## config.mk

```make
export PLATFORM = sky130hd
export DESIGN_NAME = sorted_multiset_table_flat
export DESIGN_NICKNAME = d
export VERILOG_FILES = /design/src/sms_pkg.sv /design/src/sms_if.sv /design/src/sms_datapath.sv /design/src/sms_ctrl.sv /design/src/sorted_multiset_table.sv /design/src/flat_wrapper.sv
export SDC_FILE = /design/constraint.sdc
export NUM_CORES = 1
export LEC_CHECK = 0
export BUFFER_PORTS_ARGS = -buffer_cell sky130_fd_sc_hd__buf_2
export CAP_MARGIN = 20
export CORE_MARGIN = 5
export CORE_UTILIZATION = 51
export CTS_CLUSTER_SIZE = 30
export DETAILED_ROUTE_END_ITERATION = 10
export PLACE_DENSITY = 0.67
export SLEW_MARGIN = 20
export SYNTH_ARGS = -nofsm -noshare
export SYNTH_HDL_FRONTEND = slang
export SYNTH_SLANG_ARGS = --single-unit
```

## constraint.sdc

```tcl
create_clock -name i_clk -period 11.8 [get_ports i_clk]
set_input_delay 1.18 -clock i_clk [delete_from_list [all_inputs] [get_ports i_clk]]
set_output_delay 1.18 -clock i_clk [all_outputs]
set_load 0.01 [all_outputs]
```

## src/sms_pkg.sv

```systemverilog
// Shared types and constants for the sorted multiset table.
// Depends on nothing; every other file of the block uses it.
`timescale 1ns / 1ps
`default_nettype none

package sms_pkg;

    // Default sizing of the table
    localparam int CAPACITY_DEF   = 16;
    localparam int VALUE_BITS_DEF = 32;

    // Fixed payload widths of the request and response channels
    localparam int CMD_W   = 2;
    localparam int KEY_W   = 32;
    localparam int COUNT_W = 5;

    // Request opcodes
    typedef enum logic [CMD_W-1:0] {
        CMD_INSERT  = 2'd0,
        CMD_REMOVE  = 2'd1,
        CMD_REPLACE = 2'd2,
        CMD_SEARCH  = 2'd3
    } t_cmd;

    // Controller states
    typedef enum logic [2:0] {
        S_IDLE,
        S_DECODE,
        S_SCAN_TEST,
        S_SCAN_EV,
        S_POST,
        S_INS_TEST,
        S_INS_EV,
        S_FIN
    } t_state;

    // Commands from the controller to the datapath
    typedef struct packed {
        logic load;       // capture a new request
        logic reject;     // insert refused, table full
        logic scan_init;  // start a forward pass
        logic scan_rd;    // read the entry under the scan pointer
        logic scan_ev;    // evaluate the entry just read
        logic scan_done;  // commit the compacted count
        logic ins_init;   // start a backward insert pass
        logic ins_rd;     // read the entry below the read pointer
        logic ins_ev;     // evaluate the entry just read
        logic ins_put;    // drop one copy of the new value
        logic finish;     // load the response register
    } t_dp_cmd;

    // Status from the datapath to the controller
    typedef struct packed {
        t_cmd op;
        logic full;
        logic scan_end;
        logic ins_done;
        logic ins_have;
        logic match_nz;
    } t_dp_sts;

endpackage

`default_nettype wire

```

## src/sms_if.sv

```systemverilog
// Request and response channel interfaces of the sorted multiset table.
// Depends on sms_pkg for the payload widths.
`timescale 1ns / 1ps
`default_nettype none

interface sms_req_if;
    logic                                valid;
    logic                                ready;
    logic        [sms_pkg::CMD_W-1:0]    cmd;
    logic signed [sms_pkg::KEY_W-1:0]    key;
    logic signed [sms_pkg::KEY_W-1:0]    new_value;

    modport source (output valid, cmd, key, new_value, input ready);
    modport sink   (input valid, cmd, key, new_value, output ready);
endinterface

interface sms_rsp_if;
    logic                                valid;
    logic                                ready;
    logic                                status;
    logic        [sms_pkg::COUNT_W-1:0]  match_count;
    logic                                found;
    logic        [sms_pkg::COUNT_W-1:0]  occupancy;

    modport source (output valid, status, match_count, found, occupancy, input ready);
    modport sink   (input valid, status, match_count, found, occupancy, output ready);
endinterface

`default_nettype wire

```

## src/sms_datapath.sv

```systemverilog
// Datapath of the sorted multiset table: entry memory, pointers, counters
// and the response register. Depends on sms_pkg.
`timescale 1ns / 1ps
`default_nettype none

module sms_datapath #(
    parameter int CAPACITY   = sms_pkg::CAPACITY_DEF,
    parameter int VALUE_BITS = sms_pkg::VALUE_BITS_DEF
) (
    input  wire logic                                i_clk,
    input  wire logic                                i_rst_n,
    input  wire sms_pkg::t_dp_cmd                    i_cmd,
    output      sms_pkg::t_dp_sts                    o_sts,
    input  wire logic        [sms_pkg::CMD_W-1:0]    i_op,
    input  wire logic signed [sms_pkg::KEY_W-1:0]    i_key,
    input  wire logic signed [sms_pkg::KEY_W-1:0]    i_new_value,
    output      logic                                o_status,
    output      logic        [sms_pkg::COUNT_W-1:0]  o_match_count,
    output      logic                                o_found,
    output      logic        [sms_pkg::COUNT_W-1:0]  o_occupancy
);
    import sms_pkg::*;

    localparam int AW = (CAPACITY > 1) ? $clog2(CAPACITY) : 1;
    localparam int CW = $clog2(CAPACITY + 1);

    // Entry memory, only positions below the count are ever read
    logic signed [VALUE_BITS-1:0] r_mem [CAPACITY];
    logic signed [VALUE_BITS-1:0] r_rdata;

    t_cmd                         r_op;
    logic signed [VALUE_BITS-1:0] r_key;
    logic signed [VALUE_BITS-1:0] r_nv;
    logic signed [VALUE_BITS-1:0] r_val;
    logic [CW-1:0]                r_count;
    logic [CW-1:0]                r_rd;
    logic [CW-1:0]                r_wp;
    logic [CW-1:0]                r_copies;
    logic [CW-1:0]                r_matches;
    logic                         r_reject;

    logic [CW-1:0]                n_copies;
    logic [CW-1:0]                w_rd_m1;
    logic [CW-1:0]                w_wp_m1;
    logic                         w_eq;
    logic                         w_gt;
    logic                         w_we;
    logic [AW-1:0]                w_waddr;
    logic signed [VALUE_BITS-1:0] w_wdata;
    logic                         w_re;
    logic [AW-1:0]                w_raddr;

    assign w_rd_m1 = r_rd - CW'(1);
    assign w_wp_m1 = r_wp - CW'(1);
    assign w_eq    = (r_rdata == r_key);
    assign w_gt    = (r_rdata > r_val);
    assign n_copies = (r_op == CMD_INSERT) ? CW'(1) : r_matches;

    // Status toward the controller
    always_comb begin
        o_sts.op       = r_op;
        o_sts.full     = (r_count == CW'(CAPACITY));
        o_sts.scan_end = (r_rd == r_count);
        o_sts.ins_done = (r_copies == '0);
        o_sts.ins_have = (r_rd != '0);
        o_sts.match_nz = (r_matches != '0);
    end

    // Memory port control
    always_comb begin
        w_we    = 1'b0;
        w_waddr = r_wp[AW-1:0];
        w_wdata = r_rdata;
        if (i_cmd.scan_ev && !w_eq && r_op != CMD_SEARCH) begin
            w_we = 1'b1;
        end else if (i_cmd.ins_ev) begin
            w_we    = 1'b1;
            w_waddr = w_wp_m1[AW-1:0];
            w_wdata = w_gt ? r_rdata : r_val;
        end else if (i_cmd.ins_put) begin
            w_we    = 1'b1;
            w_waddr = w_wp_m1[AW-1:0];
            w_wdata = r_val;
        end
        w_re    = i_cmd.scan_rd || i_cmd.ins_rd;
        w_raddr = i_cmd.ins_rd ? w_rd_m1[AW-1:0] : r_rd[AW-1:0];
    end

    always_ff @(posedge i_clk) begin
        if (w_we) begin
            r_mem[w_waddr] <= w_wdata;
        end
        if (w_re) begin
            r_rdata <= r_mem[w_raddr];
        end
    end

    // Entry count
    always_ff @(posedge i_clk) begin
        if (!i_rst_n) begin
            r_count <= '0;
        end else if (i_cmd.scan_done && r_op != CMD_SEARCH) begin
            r_count <= r_wp;
        end else if (i_cmd.ins_init) begin
            r_count <= r_count + n_copies;
        end
    end

    // Request capture, pointers and counters
    always_ff @(posedge i_clk) begin
        if (i_cmd.load) begin
            r_op     <= t_cmd'(i_op);
            r_key    <= VALUE_BITS'(i_key);
            r_nv     <= VALUE_BITS'(i_new_value);
            r_reject <= 1'b0;
            r_matches <= '0;
        end
        if (i_cmd.reject) begin
            r_reject <= 1'b1;
        end
        if (i_cmd.scan_init) begin
            r_rd      <= '0;
            r_wp      <= '0;
            r_matches <= '0;
        end
        if (i_cmd.scan_ev) begin
            r_rd <= r_rd + CW'(1);
            if (w_eq) begin
                r_matches <= r_matches + CW'(1);
            end else if (r_op != CMD_SEARCH) begin
                r_wp <= r_wp + CW'(1);
            end
        end
        if (i_cmd.ins_init) begin
            r_rd     <= r_count;
            r_wp     <= r_count + n_copies;
            r_copies <= n_copies;
            r_val    <= (r_op == CMD_INSERT) ? r_key : r_nv;
        end
        if (i_cmd.ins_ev) begin
            r_wp <= w_wp_m1;
            if (w_gt) begin
                r_rd <= w_rd_m1;
            end else begin
                r_copies <= r_copies - CW'(1);
            end
        end
        if (i_cmd.ins_put) begin
            r_wp     <= w_wp_m1;
            r_copies <= r_copies - CW'(1);
        end
    end

    // Response register
    always_ff @(posedge i_clk) begin
        if (i_cmd.finish) begin
            o_status    <= r_reject;
            o_found     <= (r_op == CMD_SEARCH) && (r_matches != '0);
            o_occupancy <= COUNT_W'(r_count);
            case (r_op)
                CMD_INSERT: o_match_count <= r_reject ? '0 : COUNT_W'(1);
                CMD_SEARCH: o_match_count <= '0;
                default:    o_match_count <= COUNT_W'(r_matches);
            endcase
        end
    end

endmodule

`default_nettype wire

```

## src/sms_ctrl.sv

```systemverilog
// Controller of the sorted multiset table: sequences scan and insert passes
// and owns the channel handshakes. Depends on sms_pkg.
`timescale 1ns / 1ps
`default_nettype none

module sms_ctrl (
    input  wire logic              i_clk,
    input  wire logic              i_rst_n,
    input  wire logic              i_req_valid,
    output      logic              o_req_ready,
    output      logic              o_rsp_valid,
    input  wire logic              i_rsp_ready,
    input  wire sms_pkg::t_dp_sts  i_sts,
    output      sms_pkg::t_dp_cmd  o_cmd
);
    import sms_pkg::*;

    t_state r_state, n_state;
    logic   r_rsp_valid;
    logic   w_rsp_free;

    assign w_rsp_free  = !r_rsp_valid || i_rsp_ready;
    assign o_rsp_valid = r_rsp_valid;
    assign o_req_ready = (r_state == S_IDLE);

    // State register
    always_ff @(posedge i_clk) begin
        if (!i_rst_n) begin
            r_state <= S_IDLE;
        end else begin
            r_state <= n_state;
        end
    end

    // Response valid flag
    always_ff @(posedge i_clk) begin
        if (!i_rst_n) begin
            r_rsp_valid <= 1'b0;
        end else if (o_cmd.finish) begin
            r_rsp_valid <= 1'b1;
        end else if (i_rsp_ready) begin
            r_rsp_valid <= 1'b0;
        end
    end

    // Next state and commands
    always_comb begin
        n_state = r_state;
        o_cmd   = '0;
        unique case (r_state)
            S_IDLE: begin
                if (i_req_valid) begin
                    o_cmd.load = 1'b1;
                    n_state    = S_DECODE;
                end
            end
            S_DECODE: begin
                if (i_sts.op == CMD_INSERT) begin
                    if (i_sts.full) begin
                        o_cmd.reject = 1'b1;
                        n_state      = S_FIN;
                    end else begin
                        o_cmd.ins_init = 1'b1;
                        n_state        = S_INS_TEST;
                    end
                end else begin
                    o_cmd.scan_init = 1'b1;
                    n_state         = S_SCAN_TEST;
                end
            end
            S_SCAN_TEST: begin
                if (i_sts.scan_end) begin
                    o_cmd.scan_done = 1'b1;
                    n_state         = S_POST;
                end else begin
                    o_cmd.scan_rd = 1'b1;
                    n_state       = S_SCAN_EV;
                end
            end
            S_SCAN_EV: begin
                o_cmd.scan_ev = 1'b1;
                n_state       = S_SCAN_TEST;
            end
            S_POST: begin
                // replace inserts one copy of the new value per removed match, in sorted place
                if (i_sts.op == CMD_REPLACE && i_sts.match_nz) begin
                    o_cmd.ins_init = 1'b1;
                    n_state        = S_INS_TEST;
                end else begin
                    n_state = S_FIN;
                end
            end
            S_INS_TEST: begin
                if (i_sts.ins_done) begin
                    n_state = S_FIN;
                end else if (i_sts.ins_have) begin
                    o_cmd.ins_rd = 1'b1;
                    n_state      = S_INS_EV;
                end else begin
                    o_cmd.ins_put = 1'b1;
                end
            end
            S_INS_EV: begin
                o_cmd.ins_ev = 1'b1;
                n_state      = S_INS_TEST;
            end
            S_FIN: begin
                if (w_rsp_free) begin
                    o_cmd.finish = 1'b1;
                    n_state      = S_IDLE;
                end
            end
            default: begin
                n_state = S_IDLE;
            end
        endcase
    end

endmodule

`default_nettype wire

```

## src/sorted_multiset_table.sv

```systemverilog
// Sorted multiset table: keeps signed values in ascending order, duplicates allowed.
//
// Channels: i_req carries cmd (insert, remove all, replace all, search), key and
// new_value; o_rsp returns status, match_count, found and occupancy, one response
// per request, in order. Both use valid/ready; a request moves when both are high.
//
// Work per request is set by the entry memory: each entry is read in one state
// and evaluated in the next. Search and remove scan every entry; insert moves
// up only the entries greater than the key, and is refused with no pass when
// full; replace scans first, then inserts one copy of new_value per match.
// One request is in work at a time; i_req.ready is high only while idle.
//
// Reset (synchronous, active low) empties the table at once; stale entries are
// never read. A response waits in its output register while o_rsp.ready is low;
// the next request is still accepted, and its result waits until the register
// frees.
// Depends on sms_pkg, sms_if, sms_ctrl and sms_datapath.
`timescale 1ns / 1ps
`default_nettype none

module sorted_multiset_table #(
    parameter int CAPACITY   = sms_pkg::CAPACITY_DEF,
    parameter int VALUE_BITS = sms_pkg::VALUE_BITS_DEF
) (
    input  wire logic  i_clk,
    input  wire logic  i_rst_n,
    sms_req_if.sink    i_req,
    sms_rsp_if.source  o_rsp
);
    import sms_pkg::*;

    t_dp_cmd w_cmd;
    t_dp_sts w_sts;

    sms_ctrl u_ctrl (
        .i_clk       (i_clk),
        .i_rst_n     (i_rst_n),
        .i_req_valid (i_req.valid),
        .o_req_ready (i_req.ready),
        .o_rsp_valid (o_rsp.valid),
        .i_rsp_ready (o_rsp.ready),
        .i_sts       (w_sts),
        .o_cmd       (w_cmd)
    );

    sms_datapath #(
        .CAPACITY   (CAPACITY),
        .VALUE_BITS (VALUE_BITS)
    ) u_dp (
        .i_clk         (i_clk),
        .i_rst_n       (i_rst_n),
        .i_cmd         (w_cmd),
        .o_sts         (w_sts),
        .i_op          (i_req.cmd),
        .i_key         (i_req.key),
        .i_new_value   (i_req.new_value),
        .o_status      (o_rsp.status),
        .o_match_count (o_rsp.match_count),
        .o_found       (o_rsp.found),
        .o_occupancy   (o_rsp.occupancy)
    );

endmodule

`default_nettype wire

```

## src/flat_wrapper.sv

```systemverilog
// flat-port wrapper written by rule: the top's interface ports become plain ports
module sorted_multiset_table_flat import sms_pkg::*;
#(
    parameter int CAPACITY   = sms_pkg::CAPACITY_DEF,
    parameter int VALUE_BITS = sms_pkg::VALUE_BITS_DEF
)
  (i_clk, i_rst_n, i_req_valid, i_req_cmd, i_req_key, i_req_new_value, i_req_ready, o_rsp_valid, o_rsp_status, o_rsp_match_count, o_rsp_found, o_rsp_occupancy, o_rsp_ready);
  sms_req_if i_req_i ();
  sms_rsp_if o_rsp_i ();
  input  wire logic i_clk;
  input  wire logic i_rst_n;
  input wire logic [$bits(i_req_i.valid)-1:0] i_req_valid;
  input wire logic [$bits(i_req_i.cmd)-1:0] i_req_cmd;
  input wire logic [$bits(i_req_i.key)-1:0] i_req_key;
  input wire logic [$bits(i_req_i.new_value)-1:0] i_req_new_value;
  output wire logic [$bits(i_req_i.ready)-1:0] i_req_ready;
  output wire logic [$bits(o_rsp_i.valid)-1:0] o_rsp_valid;
  output wire logic [$bits(o_rsp_i.status)-1:0] o_rsp_status;
  output wire logic [$bits(o_rsp_i.match_count)-1:0] o_rsp_match_count;
  output wire logic [$bits(o_rsp_i.found)-1:0] o_rsp_found;
  output wire logic [$bits(o_rsp_i.occupancy)-1:0] o_rsp_occupancy;
  input wire logic [$bits(o_rsp_i.ready)-1:0] o_rsp_ready;
  assign i_req_i.valid = i_req_valid;
  assign i_req_i.cmd = i_req_cmd;
  assign i_req_i.key = i_req_key;
  assign i_req_i.new_value = i_req_new_value;
  assign i_req_ready = i_req_i.ready;
  assign o_rsp_valid = o_rsp_i.valid;
  assign o_rsp_status = o_rsp_i.status;
  assign o_rsp_match_count = o_rsp_i.match_count;
  assign o_rsp_found = o_rsp_i.found;
  assign o_rsp_occupancy = o_rsp_i.occupancy;
  assign o_rsp_i.ready = o_rsp_ready;
  sorted_multiset_table #(.CAPACITY(CAPACITY), .VALUE_BITS(VALUE_BITS)) u_core (.i_clk(i_clk), .i_rst_n(i_rst_n), .i_req(i_req_i), .o_rsp(o_rsp_i));
endmodule
```

==> results.md <==
* Via density at between 5 and 6
* IO buf count at between 80 and 90
* Peak supply drop at about 0.16 mV
* Num ports at 84
* Ys async rst share at 0%
* Fin nets at around 2100
* Worst reg2reg path depth at 9
* Initial DRC count at 1498
* Hold endpoint: u_core.u_dp.o_status$_DFFE_PP_
* Reg-to-Reg Start: u_core.u_ctrl.r_state[0]$_SDFFE_PN0P_
* Fin worst setup slack at about 7.2 ns
* GR Overflow Total at 0
* Hold Path Stages at 0
* Worst Setup End Kind: register
* Pre-Repair DR Iteration Count at 5
* DRC at 0
* Synth Cell Area at between 20000 and 30000 sq um
* Achievable clock frequency at 217 MHz
* CP Launch Type: register
* Worst slew pin tran at ~1.0 ns
* CTS clk-pin slew, worst paths at about 0.060 ns
* Num CTS Buffers at 69
* Final Non-Filler Cells at ~2800
* Clock Tree Buf Depth at 3
* Row count at 87
* RSZ-0062 raised after global routing: no
* Mean post-synth cell area at about 15 sq um
* CTS Sinks at approximately 680
* Starting Density at 51.2%
* Power per cell area at between 200 and 250 nW/um^2
* Hold path start: u_core.u_dp.r_reject$_SDFFE_PP1P_
* Slew margin rel. at between 30% and 40%
* Critical Path AT at around 5 ns
* Filler Cell Count at roughly 4300
* Core Region at 56200 sq um
* DIE WIDTH at 247 um
* Resized Gates After CTS at 0
* Placed Cells at 2686
* Drt wl/cell at around 25 um
* Post-CTS setup buffer count at 0
* Yosys warning count at 0
* Status: completed
* Routed wire length at around 70 mm
* Vias in the first global route at between 15000 and 20000
* Global Route Usage Sum at a little under a quarter
* Total number of vias at around 17000
* Reg-to-Reg End: u_core.u_dp.r_rdata[15]$_DFFE_PP_
* Global-route wire length before repair at 104 mm
* Top FF cell, synth: edfxtp_1
* Worst Hold Class: reg2reg
* Worst Skew at 0.0235 ns
* Crit path kind: reg2reg
* Die area at between 60000 and 70000 sq um
* Final instance area at 32200 sq um
* Initial antenna violation count at 2
* RePlAce Congestion at around 0.84
* CTS H-tree lvls at 3
* Syn Nets at 2027
* Final Hold Viols at 0
* Setup violators final at 0
* Worst-path maximum fanout at 64
* Layout cell share with drive strength beyond 1 at about an eighth
* Clk Latency, worst-skew pair at 0.61 ns
* Root buffer cell: clkbuf_16
* Placement Cell Area at about 30000 sq um
* Slew Viols, Final at 0
* Synth Register Bits at between 600 and 700
* CTS tree: built
* Reg2Reg Setup Slack at 7.18 ns
* Seq/Total Area, Yosys at 70.4%
* Largest net degree at the start of global routing at 136
* Post-synth EDFFs at approximately 650
* CP required at roughly 12 ns
* Hold bufs inserted after CTS at 0
* Final Critical Period at around 4.6 ns
* Die height at 247 um
* Worst slack, placed at approximately 7.2 ns
* P&R area growth vs syn at 12.1%
* Yosys cell types at 68
* LEAKAGE at 12.3 nW
* Total of max-cap violations at 0
* Total Neg Setup Slack at 0 ns
* Routed Antenna Nets at 0
* Dpl hpwl at 39.2 mm
* Synth Instances at between 1500 and 2000
* Final core occ at between 50 and 60%
* Final worst-path cycle share at roughly two fifths
## cells in the mapped netlist (7+ instances only)
master | count | area, sq um
a21o_1 | 7 | 52.6
a21oi_1 | 37 | 185
a31oi_1 | 7 | 43.8
a32oi_1 | 34 | 298
and2_1 | 10 | 62.6
buf_2 | 43 | 215
buf_4 | 11 | 82.6
clkbuf_1 | 33 | 124
dfxtp_1 | 30 | 601
edfxtp_1 | 654 | 19600
ha_1 | 46 | 576
inv_1 | 53 | 199
mux2_1 | 33 | 372
mux2_2 | 32 | 360
mux2i_1 | 264 | 2640
nand2_1 | 233 | 875
nand3_1 | 82 | 410
nand4_1 | 43 | 269
nor2_1 | 39 | 146
nor2b_1 | 11 | 68.8
nor3_1 | 10 | 50.1
nor4_1 | 12 | 75.1
o211ai_1 | 9 | 67.6
o21ai_0 | 24 | 120
o21ai_1 | 30 | 150
xnor2_1 | 13 | 114
xor2_1 | 37 | 324
## through the flow
| step | hold WS, ns | power [mW] |
|---|---|---|
| floorplan | 0.422 | 5.08 |
| global placement | 0.454 | 5.80 |
| detailed placement | 0.442 | 5.85 |
| CTS | 0.455 | 7.93 |
| global route | 0.471 | 8.26 |
| finish | 0.458 | 7.91 |
## report_power, final
group	switching, mW	internal (mW)	leakage, nW
logic	1.54	0.745	5.11
registers	0.211	3.33	6.19
clock network	0.887	1.20	1.03
total	2.64	5.28	12.3
## sequential cells by signal (all words and copies together) (netlist names)
signal                     count
u_core.u_dp.r_matches          5
u_core.u_dp.r_op               2
u_core.u_dp.o_occupancy        5
u_core.u_dp.o_match_count      5
u_core.u_dp.r_nv              32
u_core.u_dp.r_val             32
u_core.u_dp.r_wp               5
u_core.u_ctrl.o_rsp_valid      1
u_core.u_dp.o_status           1
u_core.u_dp.r_rd               5
u_core.u_dp.r_count            5
u_core.u_dp.r_rdata           32
u_core.u_dp.r_key             32
u_core.u_dp.r_reject           1
u_core.u_dp.o_found            1
u_core.u_ctrl.r_state          3
u_core.u_dp.r_mem            512
u_core.u_dp.r_copies           5
## worst max-delay path, stage by stage, from the launching register on
cell,delay [ns]
dfxtp_1,0.69
nor2b_1,0.64
nand4_4,0.35
xnor2_4,0.21
buf_4,0.69
buf_4,0.86
mux2i_1,0.30
mux2i_1,0.10
mux2i_1,0.28
o21ai_1,0.11
## layout by cell type, fill, tap and decap left out, drive strengths merged, types with 30 or more instances in the layout
cell type	count
mux2i	264
nor2	39
nand4	44
edfxtp	654
o21ai	54
nand3	82
inv	54
a32oi	34
a21oi	38
ha	46
clkbuf	93
mux2	65
dfxtp	30
xor2	37
nand2	234
buf	115
## worst max path at each step
stage | start | endpoint
3_3_place_gp | u_core.u_ctrl.r_state[0]$_SDFFE_PN0P_ | u_core.u_dp.r_rdata[15]$_DFFE_PP_
3_5_place_dp | u_core.u_ctrl.r_state[0]$_SDFFE_PN0P_ | u_core.u_dp.r_rdata[15]$_DFFE_PP_
5_1_grt | u_core.u_ctrl.r_state[0]$_SDFFE_PN0P_ | u_core.u_dp.r_rdata[15]$_DFFE_PP_
6_report | u_core.u_ctrl.r_state[0]$_SDFFE_PN0P_ | u_core.u_dp.r_rdata[15]$_DFFE_PP_
2_1_floorplan | u_core.u_dp.r_rd[0]$_DFF_P_ | u_core.u_dp.r_mem[10][0]$_DFFE_PP_
4_1_cts | u_core.u_ctrl.r_state[0]$_SDFFE_PN0P_ | u_core.u_dp.r_rdata[15]$_DFFE_PP_
## cell type report
cell class              count  area (sq um)  share of cell area [%]
repair buffers            115           672                    2.08
clock buffers              93          1910                    5.93
clock inverters            30           220                   0.683
diodes                      1          2.50                 0.00777
inverters                  54           203                   0.629
well taps                 756           946                    2.94
flip-flops and latches    684         20200                    62.8
multi-input cells        1077          8030                    24.9
## cell families (layout without fill, tap and decap cells)
kind of cell	count (synthesis)	in the layout	synth area share [%]
flip-flops	684	684	70.4
AND/OR/NAND/NOR	469	469	7.68
other	0	1	0
AO/OA/AOI/OAI	181	181	4.19
multiplexers	329	329	11.7
XOR/XNOR	51	51	1.58
adder cells (fa/ha/maj)	47	47	2.07
buffers and inverters	149	292	2.35
## metal layers
layer	vias up	part of all wire, %	wire length [um]	GRT usage, %
li1	7428	-	-	-
met1	8401	41	29000	30.8
met2	706	48	34000	37.8
met3	130	7.3	5160	3.95
met4	2	3.0	2080	7.95
met5	-	0.019	13	0
(Power assumes the default switching activity.)
